### src/hw/rtl/qmt_queue.sv
// ----------------------------------------------------------------------------
// qmt_queue
// small flop based fifo between the front and back parts
// ----------------------------------------------------------------------------
module qmt_queue #(
   parameter int WIDTH = 8,
   parameter int DEPTH = 4
) (
   input  logic             clock,
   input  logic             reset,
   input  logic             in_valid,
   output logic             in_ready,
   input  logic [WIDTH-1:0] in_data,
   output logic             out_valid,
   input  logic             out_ready,
   output logic [WIDTH-1:0] out_data
);

   localparam int PTR_BITS = (DEPTH > 1) ? $clog2(DEPTH) : 1;
   localparam int CNT_BITS = $clog2(DEPTH + 1);
   localparam logic [PTR_BITS-1:0] PTR_LAST = PTR_BITS'(DEPTH - 1);
   localparam logic [CNT_BITS-1:0] CNT_FULL = CNT_BITS'(DEPTH);

   logic [WIDTH-1:0]    slot_ff [DEPTH];
   logic [PTR_BITS-1:0] wr_ptr_ff, wr_ptr_in;
   logic [PTR_BITS-1:0] rd_ptr_ff, rd_ptr_in;
   logic [CNT_BITS-1:0] count_ff, count_in;
   logic                push, pop;

   assign in_ready  = (count_ff != CNT_FULL);
   assign out_valid = (count_ff != '0);
   assign out_data  = slot_ff[rd_ptr_ff];
   assign push      = in_valid && in_ready;
   assign pop       = out_valid && out_ready;

   always_comb begin
      wr_ptr_in = wr_ptr_ff;
      rd_ptr_in = rd_ptr_ff;
      count_in  = count_ff;
      if (push) begin
         wr_ptr_in = (wr_ptr_ff == PTR_LAST) ? '0 : wr_ptr_ff + 1'b1;
      end
      if (pop) begin
         rd_ptr_in = (rd_ptr_ff == PTR_LAST) ? '0 : rd_ptr_ff + 1'b1;
      end
      if (push && !pop) begin
         count_in = count_ff + 1'b1;
      end else if (pop && !push) begin
         count_in = count_ff - 1'b1;
      end
   end

   always_ff @(posedge clock) begin
      if (reset) begin
         wr_ptr_ff <= '0;
         rd_ptr_ff <= '0;
         count_ff  <= '0;
      end else begin
         wr_ptr_ff <= wr_ptr_in;
         rd_ptr_ff <= rd_ptr_in;
         count_ff  <= count_in;
      end
   end

   always_ff @(posedge clock) begin
      if (push) begin
         slot_ff[wr_ptr_ff] <= in_data;
      end
   end

endmodule

### config.mk
export PLATFORM = sky130hd
export DESIGN_NAME = qmt_queue
export DESIGN_NICKNAME = d
export VERILOG_FILES = /design/src/hw/rtl/qmt_queue.sv
export SDC_FILE = /design/constraint.sdc
export NUM_CORES = 1
export LEC_CHECK = 0
export BUFFER_PORTS_ARGS = -buffer_cell sky130_fd_sc_hd__buf_2
export CAP_MARGIN = 20
export CORE_UTILIZATION = 30
export DETAILED_ROUTE_END_ITERATION = 10
export GPL_TIMING_DRIVEN = 0
export PLACE_DENSITY_LB_ADDON = 0.2
export RECOVER_POWER = 100
export SYNTH_ARGS = -nofsm -noshare
export SYNTH_HDL_FRONTEND = slang
export SYNTH_SLANG_ARGS = --single-unit
### constraint.sdc
create_clock -name clock -period 2.9 [get_ports clock]
set_input_delay 0.145 -clock clock [delete_from_list [all_inputs] [get_ports clock]]
set_output_delay 0.145 -clock clock [all_outputs]
set_load 0.02 [all_outputs]
==> results.json <==
{
  "ys_types": 26,
  "cts_resized": 0,
  "place_congestion": 0.695,
  "fin_crit_ns": 2.53,
  "hold_start": "in_data[3]",
  "grt_max_degree": 15,
  "worstPathRequired_ns": 3.12,
  "clockBufferDepth": 2,
  "ioPinCount": 22,
  "h-tree-depth": 2,
  "mostFrequentLayoutCells": "edfxtp_1, clkbuf_1, dfxtp_1",
  "r2r_slack_ns": 0.37,
  "crit_path_start_kind": "flip-flop",
  "area_growth_pct": 16.6,
  "path_depth": 9,
  "drtIter0Drc": 35,
  "portBuffers": 20,
  "vias_per_cell": 4.45,
  "r2r-end": "count_ff[2]",
  "yosysWarnings": 0,
  "fin_nets": 136,
  "fmax_mhz": 395,
  "path_class": "flip-flop to flip-flop",
  "status": "finished clean",
  "syn_area_per_cell_sq_um": 18.2,
  "cellPowerDensity_nw_per_um2": 885,
  "synth_top_area_frac": 0.588,
  "wirelength_um": 2590,
  "firstDrtPassIters": 4,
  "critical_path_arrival_ns": 2.75,
  "slew_viol_final": 0,
  "yosys-top-cells-area": "edfxtp_1, dfxtp_1, mux4_2",
  "reg2reg_from": "count_ff[0]",
  "ys_seq_area_frac": 0.698,
  "syn_inst": 90,
  "cp_num_buf_inv": 2,
  "cts_tree": "done",
  "hold_violations": 0,
  "post_cts_buffers": 0,
  "cts-hold-fix-buffers": 0,
  "cts_made_buffers": 5,
  "vdd_drop_max_uv": 230,
  "drv_cap": 0,
  "hold_end": "slot_ff[3][3]",
  "vias": 836,
  "antenna_found_initial": 0,
  "critPathMaxStageDelay_ns": 0.44,
  "finalCritPeriodShare": 0.872,
  "diodes": 0,
  "gr-usage-all-layers": 0.104,
  "slowest_stage": "dfxtp_1",
  "cts_sinks": 41,
  "clk_latency_ns": 0.29,
  "grt_overflow_total": 0,
  "cellLeakagePower_uw": 0.000652,
  "tightest_slew_ns": 0.671,
  "min-delay-path-class": "input port to flip-flop",
  "initial_core_util": 0.316,
  "drive_above_1_share": 0.186,
  "synth_top_area_cell": "edfxtp_1",
  "finalSetupViolCount": 0,
  "core_area_sq_um": 5170,
  "rsz0062_at_grt": "no",
  "die_area_sq_um": 5750,
  "rr_worst_depth": 9,
  "fin_hold_ws_ns": 0.106,
  "path_cells": "or3b_1 -> clkbuf_1 -> and2_0 -> ha_1 -> inv_1 -> fa_1 -> xor2_1 -> or3_2 -> a21oi_1",
  "min_path_cells": 1,
  "std_cell_rows": 26,
  "skew_ns": 0.00495,
  "syn_area_sq_um": 1630,
  "cp_top_family": "simple AND/OR/NAND/NOR gates",
  "drtAntennaViolNets": 0,
  "die_w_um": 75.8,
  "grt_pass1_wl_um": 4080,
  "die_h_um": 75.8,
  "ys_seq_elements": 41,
  "hpwlAfterDp_um": 1770,
  "drc": 0,
  "end_kind": "flip-flop",
  "path_max_fanout": 7,
  "setup_tns_ns": 0,
  "clk_pin_slew_ns": 0.08,
  "layout_commonest_cell": "edfxtp_1",
  "syn_nets": 109,
  "grt_pass1_vias": 851,
  "root_buffer": "clkbuf_8",
  "slew-limit-headroom": 0.553,
  "wl_per_cell_um": 13.8
}
-- power breakdown --
| group | internal [uW] | switching [uW] |
|---|---|---|
| registers | 722 | 44.9 |
| logic | 195 | 272 |
| clock network | 257 | 196 |
-- synthesized netlist by cell type --
cell type / number
a21oi_1: 2
and2_4: 1
and3_2: 4
buf_1: 1
buf_2: 1
clkbuf_1: 1
clkbuf_2: 1
dfxtp_1: 9
edfxtp_1: 32
fa_1: 1
ha_1: 6
inv_1: 3
mux2i_1: 3
mux4_2: 8
nand2_1: 1
nand2b_1: 2
nand3_1: 1
nor2_1: 3
nor3_1: 1
o21ai_0: 1
o31ai_1: 1
o31ai_2: 1
or3_1: 1
or3_2: 2
or3b_1: 1
xor2_1: 2
-- per-stage QoR --
stage	worst slack [ns]	util	instance area [sq um]	total power, uW	cells
after floorplan	0.679	-	1630	1140	90
after global placement	0.582	0.352	1820	1260	180
after detailed placement	0.519	0.352	1820	1280	180
after CTS	0.494	0.374	1940	1740	188
after global routing	0.187	0.368	1910	1800	188
final	0.370	0.368	1910	1690	188
-- sequential cells by signal (all words and copies together) (netlist names), named ones only --
register	cells
rd_ptr_ff	2
wr_ptr_ff	2
slot_ff	32
count_ff	3
-- worst max path at each step --
stage	from	slack [ns]	endpoint
6_report	count_ff[0]	0.37	count_ff[2]
5_1_grt	count_ff[0]	0.19	count_ff[2]
4_1_cts	count_ff[0]	0.49	count_ff[2]
3_5_place_dp	count_ff[0]	0.52	count_ff[2]
3_3_place_gp	count_ff[0]	0.58	count_ff[2]
2_1_floorplan	count_ff[0]	0.68	count_ff[2]
-- layer usage --
metal / track usage / share of wire / vias to the layer above
met1: 0.120 / 0.42 / 411
met4: 0.0494 / 0.019 / 0
met3: 0.0357 / 0.043 / 6
met2: 0.173 / 0.51 / 18
met5: 0 / 0 / -
li1: - / - / 401
-- logic make-up after synthesis --
group                      Yosys count  share of synthesized area
DFF                                 41                      0.698
and+or+nand+nor                     17                     0.0651
muxes                               11                      0.129
buffers and inverters                7                     0.0176
adders and majority gates            7                     0.0582
AOI/OAI and AO/OA                    5                     0.0214
xor gates and xnor gates             2                     0.0107
-- final cells by class --
cell class | count | area [sq um]
well taps | 70 | 87.6
multi-input cells | 42 | 457
repair buffers | 20 | 78.8
flip-flops and latches | 41 | 1140
plain buffers | 4 | 15.0
clock buffers | 5 | 68.8
clock inverters | 3 | 46.3
fillers | 501 | 3270
inverters | 3 | 11.3
(Power assumes the default switching activity.)
