`config.mk`:
```
export PLATFORM = sky130hd
export DESIGN_NAME = qmt_front
export DESIGN_NICKNAME = d
export VERILOG_FILES = /design/src/hw/rtl/qmt_pkg.sv /design/src/hw/rtl/qmt_front.sv
export SDC_FILE = /design/constraint.sdc
export NUM_CORES = 1
export LEC_CHECK = 0
export BUFFER_PORTS_ARGS = -buffer_cell sky130_fd_sc_hd__buf_2
export CAP_MARGIN = 20
export CELL_PAD_IN_SITES_DETAIL_PLACEMENT = 1
export CELL_PAD_IN_SITES_GLOBAL_PLACEMENT = 2
export CORE_MARGIN = 5
export CORE_UTILIZATION = 39
export CTS_CLUSTER_DIAMETER = 120
export DETAILED_ROUTE_END_ITERATION = 10
export GPL_TIMING_DRIVEN = 0
export PLACE_DENSITY = 0.81
export SLEW_MARGIN = 20
export SYNTH_ARGS = -nofsm -noshare
export SYNTH_HDL_FRONTEND = slang
export SYNTH_SLANG_ARGS = --single-unit
```
`constraint.sdc`:
```
create_clock -name clock -period 10.9 [get_ports clock]
set_clock_uncertainty 0.05 [all_clocks]
set_input_delay 2.18 -clock clock [delete_from_list [all_inputs] [get_ports clock]]
set_output_delay 2.18 -clock clock [all_outputs]
set_load 0.02 [all_outputs]
```
`src/hw/rtl/qmt_pkg.sv`:
```
// ----------------------------------------------------------------------------
// qmt_pkg
// shared constants for the quantized mode tracker: field widths, bin
// rounding constants, reciprocal multipliers and queue entry layout
// ----------------------------------------------------------------------------
package qmt_pkg;

   localparam int KEY_BITS_DEFAULT   = 12;
   localparam int COUNT_BITS_DEFAULT = 16;

   localparam int SAMPLE_BITS   = 20;
   localparam int MODE_BITS     = 19;
   localparam int TAG_BITS      = 8;
   localparam int QUEUE_DEPTH   = 4;

   // rounding divide by 10 or 100 through a reciprocal multiply
   localparam int DIVIDEND_BITS = SAMPLE_BITS + 1;
   localparam int RECIP_BITS    = 22;
   localparam int PROD_BITS     = DIVIDEND_BITS + RECIP_BITS;
   localparam int QUOT_BITS     = 17;
   localparam int FINE_SHIFT    = 24;
   localparam int COARSE_SHIFT  = 28;

   localparam logic [RECIP_BITS-1:0]    RECIP_FINE   = 22'd1677722;
   localparam logic [RECIP_BITS-1:0]    RECIP_COARSE = 22'd2684355;
   localparam logic [SAMPLE_BITS-1:0]   FINE_LIMIT   = 20'd1000;
   localparam logic [DIVIDEND_BITS-1:0] FINE_HALF    = 21'd5;
   localparam logic [DIVIDEND_BITS-1:0] COARSE_HALF  = 21'd50;

   localparam int BIN_WIDTH_BITS = 7;
   localparam logic [BIN_WIDTH_BITS-1:0] FINE_WIDTH   = 7'd10;
   localparam logic [BIN_WIDTH_BITS-1:0] COARSE_WIDTH = 7'd100;

   // queue entry: {first, last, fine, key}
   localparam int ENTRY_FLAGS = 3;
   localparam int FLAG_FIRST  = 2;
   localparam int FLAG_LAST   = 1;
   localparam int FLAG_FINE   = 0;

endpackage

```
`src/hw/rtl/qmt_front.sv`:
```
// ----------------------------------------------------------------------------
// qmt_front
// accepts samples, tracks the bin precision of the set and turns each
// sample into a saturated bin key through a reciprocal multiply
// ----------------------------------------------------------------------------
module qmt_front
   import qmt_pkg::*;
#(
   parameter int KEY_BITS = KEY_BITS_DEFAULT
) (
   input  logic                            clock,
   input  logic                            reset,
   input  logic                            hold,
   input  logic                            req_valid,
   output logic                            req_ready,
   input  logic [SAMPLE_BITS-1:0]          req_sample_us,
   input  logic                            req_first,
   input  logic                            req_last,
   output logic                            q_valid,
   input  logic                            q_ready,
   output logic [KEY_BITS+ENTRY_FLAGS-1:0] q_data
);

   localparam logic [QUOT_BITS-1:0] KEY_LIMIT = QUOT_BITS'((1 << KEY_BITS) - 1);

   logic                     fine_sel_ff, fine_sel_in;
   logic                     s1_valid_ff, s1_valid_in;
   logic [PROD_BITS-1:0]     s1_prod_ff;
   logic                     s1_fine_ff;
   logic                     s1_first_ff;
   logic                     s1_last_ff;
   logic                     accept;
   logic                     cur_fine;
   logic [DIVIDEND_BITS-1:0] dividend;
   logic [PROD_BITS-1:0]     prod;
   logic [QUOT_BITS-1:0]     quot;
   logic [KEY_BITS-1:0]      key;

   assign req_ready = !hold && (!s1_valid_ff || q_ready);
   assign accept    = req_valid && req_ready;

   assign cur_fine = req_first ? (req_sample_us < FINE_LIMIT) : fine_sel_ff;
   assign dividend = DIVIDEND_BITS'(req_sample_us) + (cur_fine ? FINE_HALF : COARSE_HALF);
   assign prod     = PROD_BITS'(dividend) * PROD_BITS'(cur_fine ? RECIP_FINE : RECIP_COARSE);

   always_comb begin
      fine_sel_in = fine_sel_ff;
      if (accept && req_first) begin
         fine_sel_in = cur_fine;
      end
      s1_valid_in = s1_valid_ff;
      if (accept) begin
         s1_valid_in = 1'b1;
      end else if (q_ready) begin
         s1_valid_in = 1'b0;
      end
   end

   always_ff @(posedge clock) begin
      if (reset) begin
         fine_sel_ff <= 1'b0;
         s1_valid_ff <= 1'b0;
      end else begin
         fine_sel_ff <= fine_sel_in;
         s1_valid_ff <= s1_valid_in;
      end
   end

   always_ff @(posedge clock) begin
      if (accept) begin
         s1_prod_ff  <= prod;
         s1_fine_ff  <= cur_fine;
         s1_first_ff <= req_first;
         s1_last_ff  <= req_last;
      end
   end

   // quotient and saturation to the table top
   assign quot = s1_fine_ff ? QUOT_BITS'(s1_prod_ff >> FINE_SHIFT)
                            : QUOT_BITS'(s1_prod_ff >> COARSE_SHIFT);
   assign key  = (quot > KEY_LIMIT) ? KEY_LIMIT[KEY_BITS-1:0] : quot[KEY_BITS-1:0];

   assign q_valid = s1_valid_ff;
   assign q_data  = {s1_first_ff, s1_last_ff, s1_fine_ff, key};

endmodule

```
==> impl_results.html <==
<table>
<tr><th>Metric</th><th>Value</th></tr>
<tr><th colspan="2">Synth</th></tr>
<tr><td>Share of async-settable or async-resettable flops after synthesis</td><td>0%</td></tr>
<tr><td>Count of yosys warnings during synthesis</td><td>0</td></tr>
<tr><td>Cell taking the most area after synthesis</td><td>fa_1</td></tr>
<tr><td>Number of synthesized flops with an enable pin</td><td>22</td></tr>
<tr><td>Post-synthesis instance area</td><td>12,800 um^2</td></tr>
<tr><td>Synthesized area divided by synthesized cell count</td><td>9.69 um^2</td></tr>
<tr><td>Sequential share of the synthesized area</td><td>5.49%</td></tr>
<tr><td>Synth area leaders</td><td>fa_1, ha_1, inv_1, edfxtp_1, nand2_1</td></tr>
<tr><td>Primary FF master, synth</td><td>edfxtp_1</td></tr>
<tr><td>Number of flip-flops and latches in the synthesized netlist</td><td>24</td></tr>
<tr><td>Synth cell types</td><td>66</td></tr>
<tr><td>Gate count of the mapped netlist</td><td>1,317</td></tr>
<tr><td>Yosys top cell area share</td><td>41.6%</td></tr>
<tr><th colspan="2">Die</th></tr>
<tr><td>Boundary pin count</td><td>44</td></tr>
<tr><td>Effective utilization at floorplan</td><td>39.3%</td></tr>
<tr><td>Die Footprint</td><td>36,400 um^2</td></tr>
<tr><td>Width of the chip</td><td>191 um</td></tr>
<tr><td>Number of cell rows</td><td>66</td></tr>
<tr><td>Die Span Y</td><td>191 um</td></tr>
<tr><td>Core area</td><td>32,500 um^2</td></tr>
<tr><th colspan="2">Worst setup path</th></tr>
<tr><td>Slowest cell on crit path</td><td>nor4b_1</td></tr>
<tr><td>Required @ worst endpoint</td><td>10.86 ns</td></tr>
<tr><td>Startpoint-to-endpoint class of the critical path</td><td>input port to flip-flop</td></tr>
<tr><td>Endpoint type of the worst setup path</td><td>flip-flop</td></tr>
<tr><td>Startpoint type of the worst setup path</td><td>input port</td></tr>
<tr><td>Delay of the slowest cell on the worst path</td><td>0.65 ns</td></tr>
<tr><td>Largest fanout of any net on the critical path</td><td>16</td></tr>
<tr><td>Data arrival time of the critical path</td><td>10.78 ns</td></tr>
<tr><th colspan="2">Route</th></tr>
<tr><td>Number of detailed-routing iterations run before antenna repair</td><td>5</td></tr>
<tr><td>Post-route DRC</td><td>0</td></tr>
<tr><td>Initial DRC Count</td><td>393</td></tr>
<tr><td>Detail-routed net length per standard cell</td><td>20.7 um</td></tr>
<tr><td>Via count normalized by instance count</td><td>4.97</td></tr>
<tr><td>Vias</td><td>9,450</td></tr>
<tr><td>Final antenna-violating net count</td><td>0</td></tr>
<tr><td>Final routed wirelength across all metal layers</td><td>39,400 um</td></tr>
<tr><th colspan="2">GRT</th></tr>
<tr><td>Global-route usage over all layers</td><td>21.7%</td></tr>
<tr><td>Global-route wire length before repair</td><td>60,400 um</td></tr>
<tr><td>Congestion Overflow GR</td><td>0</td></tr>
<tr><td>Pin count of the biggest net entering global routing</td><td>24</td></tr>
<tr><td>Initial antenna violation count</td><td>1</td></tr>
<tr><td>Via count of the first global-routing pass</td><td>10,800</td></tr>
<tr><th colspan="2">STA</th></tr>
<tr><td>Measured slew at the worst slew-check pin</td><td>1.09 ns</td></tr>
<tr><td>Worst hold margin</td><td>0.435 ns</td></tr>
<tr><td>Final hold violation count</td><td>0</td></tr>
<tr><td>Final Cycle Share</td><td>99.3%</td></tr>
<tr><td>Max transition margin</td><td>27.2%</td></tr>
<tr><td>Final setup violation count</td><td>0</td></tr>
<tr><td>Setup repair after global routing missed its margin</td><td>yes</td></tr>
<tr><td>Achievable frequency</td><td>92.4 MHz</td></tr>
<tr><td>Time the worst path needs with I/O delays and setup</td><td>10.82 ns</td></tr>
<tr><td>Final max-slew violation count</td><td>0</td></tr>
<tr><th colspan="2">Finish</th></tr>
<tr><td>Most frequent standard cell in the layout excluding fill and tap cells</td><td>inv_1</td></tr>
<tr><td>Diodes inserted</td><td>0</td></tr>
<tr><td>Signed area change from the synthesized netlist to the final layout</td><td>21.3%</td></tr>
<tr><td>Share of final-layout standard cells stronger than drive strength 1</td><td>21.1%</td></tr>
<tr><td>Utilization after layout</td><td>47.7%</td></tr>
<tr><td>Most used cells in the layout excluding fill and tap cells</td><td>inv_1, fa_1, ha_1, buf_4, nand2_1</td></tr>
<tr><td>Final instance count without filler cells</td><td>1,902</td></tr>
<tr><td>Final-stage net count</td><td>1,984</td></tr>
<tr><td>Layout filler cell count</td><td>3,644</td></tr>
<tr><th colspan="2">Clock tree</th></tr>
<tr><td>Number of buffers between clock root and the deepest sink</td><td>2</td></tr>
<tr><td>Library cell used as clock root buffer</td><td>clkbuf_16</td></tr>
<tr><td>Clock tree from TritonCTS</td><td>done</td></tr>
<tr><td>Clock insertion delay at the later pin of the skew report</td><td>0.25 ns</td></tr>
<tr><td>TritonCTS Sinks</td><td>24</td></tr>
<tr><td>Number of buffers created by CTS</td><td>3</td></tr>
<tr><td>Clock input transition at the sequential cells of the worst setup and hold paths</td><td>0.07 ns</td></tr>
<tr><td>Htree depth</td><td>1</td></tr>
<tr><th colspan="2">Place</th></tr>
<tr><td>Total half-perimeter wirelength after legalization and detailed placement</td><td>32,600 um</td></tr>
<tr><td>Cell total after placement</td><td>1,814</td></tr>
<tr><td>GPL Wtd Cong</td><td>0.931</td></tr>
<tr><td>Count of buffers inserted at the top-level ports</td><td>43</td></tr>
<tr><th colspan="2">Run</th></tr>
<tr><td># Max-Cap Violations</td><td>0</td></tr>
<tr><th colspan="2">Min path</th></tr>
<tr><td>Tightest Hold Check Type</td><td>flip-flop to flip-flop</td></tr>
<tr><th colspan="2">Run status</th></tr>
<tr><td>Status</td><td>finished, final reports clean</td></tr>
</table>
[cell type report]
cell class                      count  area (um^2)  area share [%]
Buffer                             17          110           0.711
Clock buffer                        4         78.8           0.509
Inverter                          429         1630            10.5
Multi-Input combinational cell    855        11400            73.8
Sequential cell                    24          701            4.53
Tap cell                          442          553            3.57
Timing Repair Buffer              131          988            6.39
[path summary, 6_finish.rpt]
path | start | to | slack [ns] | cells after the start
setup reg to reg | fine_sel_ff$_SDFFE_PP0P_ | s1_prod_ff[37]$_DFFE_PP_ | 2.27 | 33
hold reg to reg | q_valid$_SDFFE_PP0P_ | q_valid$_SDFFE_PP0P_ | 0.44 | 2
setup / recovery | req_sample_us[10] | s1_prod_ff[37]$_DFFE_PP_ | 0.08 | 37
hold / removal | q_valid$_SDFFE_PP0P_ | q_valid$_SDFFE_PP0P_ | 0.44 | 2
[metrics by stage]
step | setup TNS (ns) | area [um^2] | worst slack (ns)
final | 0 | 15500 | 0.0782
after global routing | -1.53 | 15500 | -0.239
after CTS | 0 | 14600 | 0.000871
after detailed placement | -47.51 | 13600 | -2.87
after global placement | -46.21 | 13600 | -2.82
after floorplan | 0 | 12800 | 0.0498
[state kept, by name, indices dropped and copies added, names as in the netlist]
register / count
s1_prod_ff: 19
s1_fine_ff: 1
q_valid: 1
fine_sel_ff: 1
s1_last_ff: 1
s1_first_ff: 1
[Yosys cell counts (2+ instances only)]
master / number
o21ai_2: 2
a41oi_1: 5
nand2b_1: 5
edfxtp_1: 22
xnor2_1: 20
inv_2: 3
nor4b_1: 2
xor2_1: 15
nor4_1: 5
nand2_1: 57
o21ai_0: 17
nand3_1: 9
conb_1: 2
nand4_1: 11
a21oi_2: 3
fa_1: 265
a21o_1: 17
nand2_2: 2
nor2_4: 3
o21bai_1: 4
buf_4: 3
xor2_2: 2
or2_1: 3
buf_2: 3
nor2b_1: 2
inv_1: 426
nor2_1: 57
ha_1: 231
clkbuf_1: 13
nand3b_1: 3
o21a_1: 3
nor3_1: 7
nor3b_1: 2
dfxtp_1: 2
a31oi_1: 4
and4_1: 2
a21oi_1: 37
a221oi_2: 2
mux2i_1: 14
and2_1: 3
and3_1: 4
[critical path, delay by kind of cell]
kind                       cells  cell delay, ns
xor gates and xnor gates       2            0.30
AOI/OAI and AO/OA              8            1.24
and+or+nand+nor                8            1.92
adders and majority gates      9            3.81
buffers and inverters         10            1.30
[logic make-up (layout without fill, tap and decap cells)]
group | after synthesis | in the layout | synth area share (%)
buf+inv | 450 | 581 | 13.4
simple gates | 181 | 181 | 6.86
mux | 15 | 15 | 1.19
other cells | 2 | 14 | 0.0588
fa+ha+maj | 496 | 496 | 64.2
flops | 24 | 24 | 5.49
compound gates | 110 | 110 | 5.79
xor+xnor | 39 | 39 | 3.00
[what timing repair did]
item / 4_1_cts / 5_1_grt
resized for setup: 133 / 115
gates cloned: 0 / 0
endpoints found under the setup margin: 19 / 18
setup buffers: 44 / 45
pin swaps: 36 / 67
hold buffers: 0 / 0
endpoints found under the hold margin: 0 / 0
[per-layer routing]
| layer | share of wire (%) | wire length [um] | vias up | GRT usage (%) |
|---|---|---|---|---|
| met5 | 0.030 | 12 | - | 0 |
| met2 | 52 | 20700 | 161 | 39.3 |
| li1 | - | - | 4274 | - |
| met1 | 39 | 15500 | 4929 | 26.3 |
| met3 | 3.1 | 1210 | 84 | 2.57 |
| met4 | 5.0 | 1980 | 2 | 8.81 |
Power is left out: the tool's default activity adds up to more than one toggle a clock period on the data nets, which glitch-free logic cannot reach.
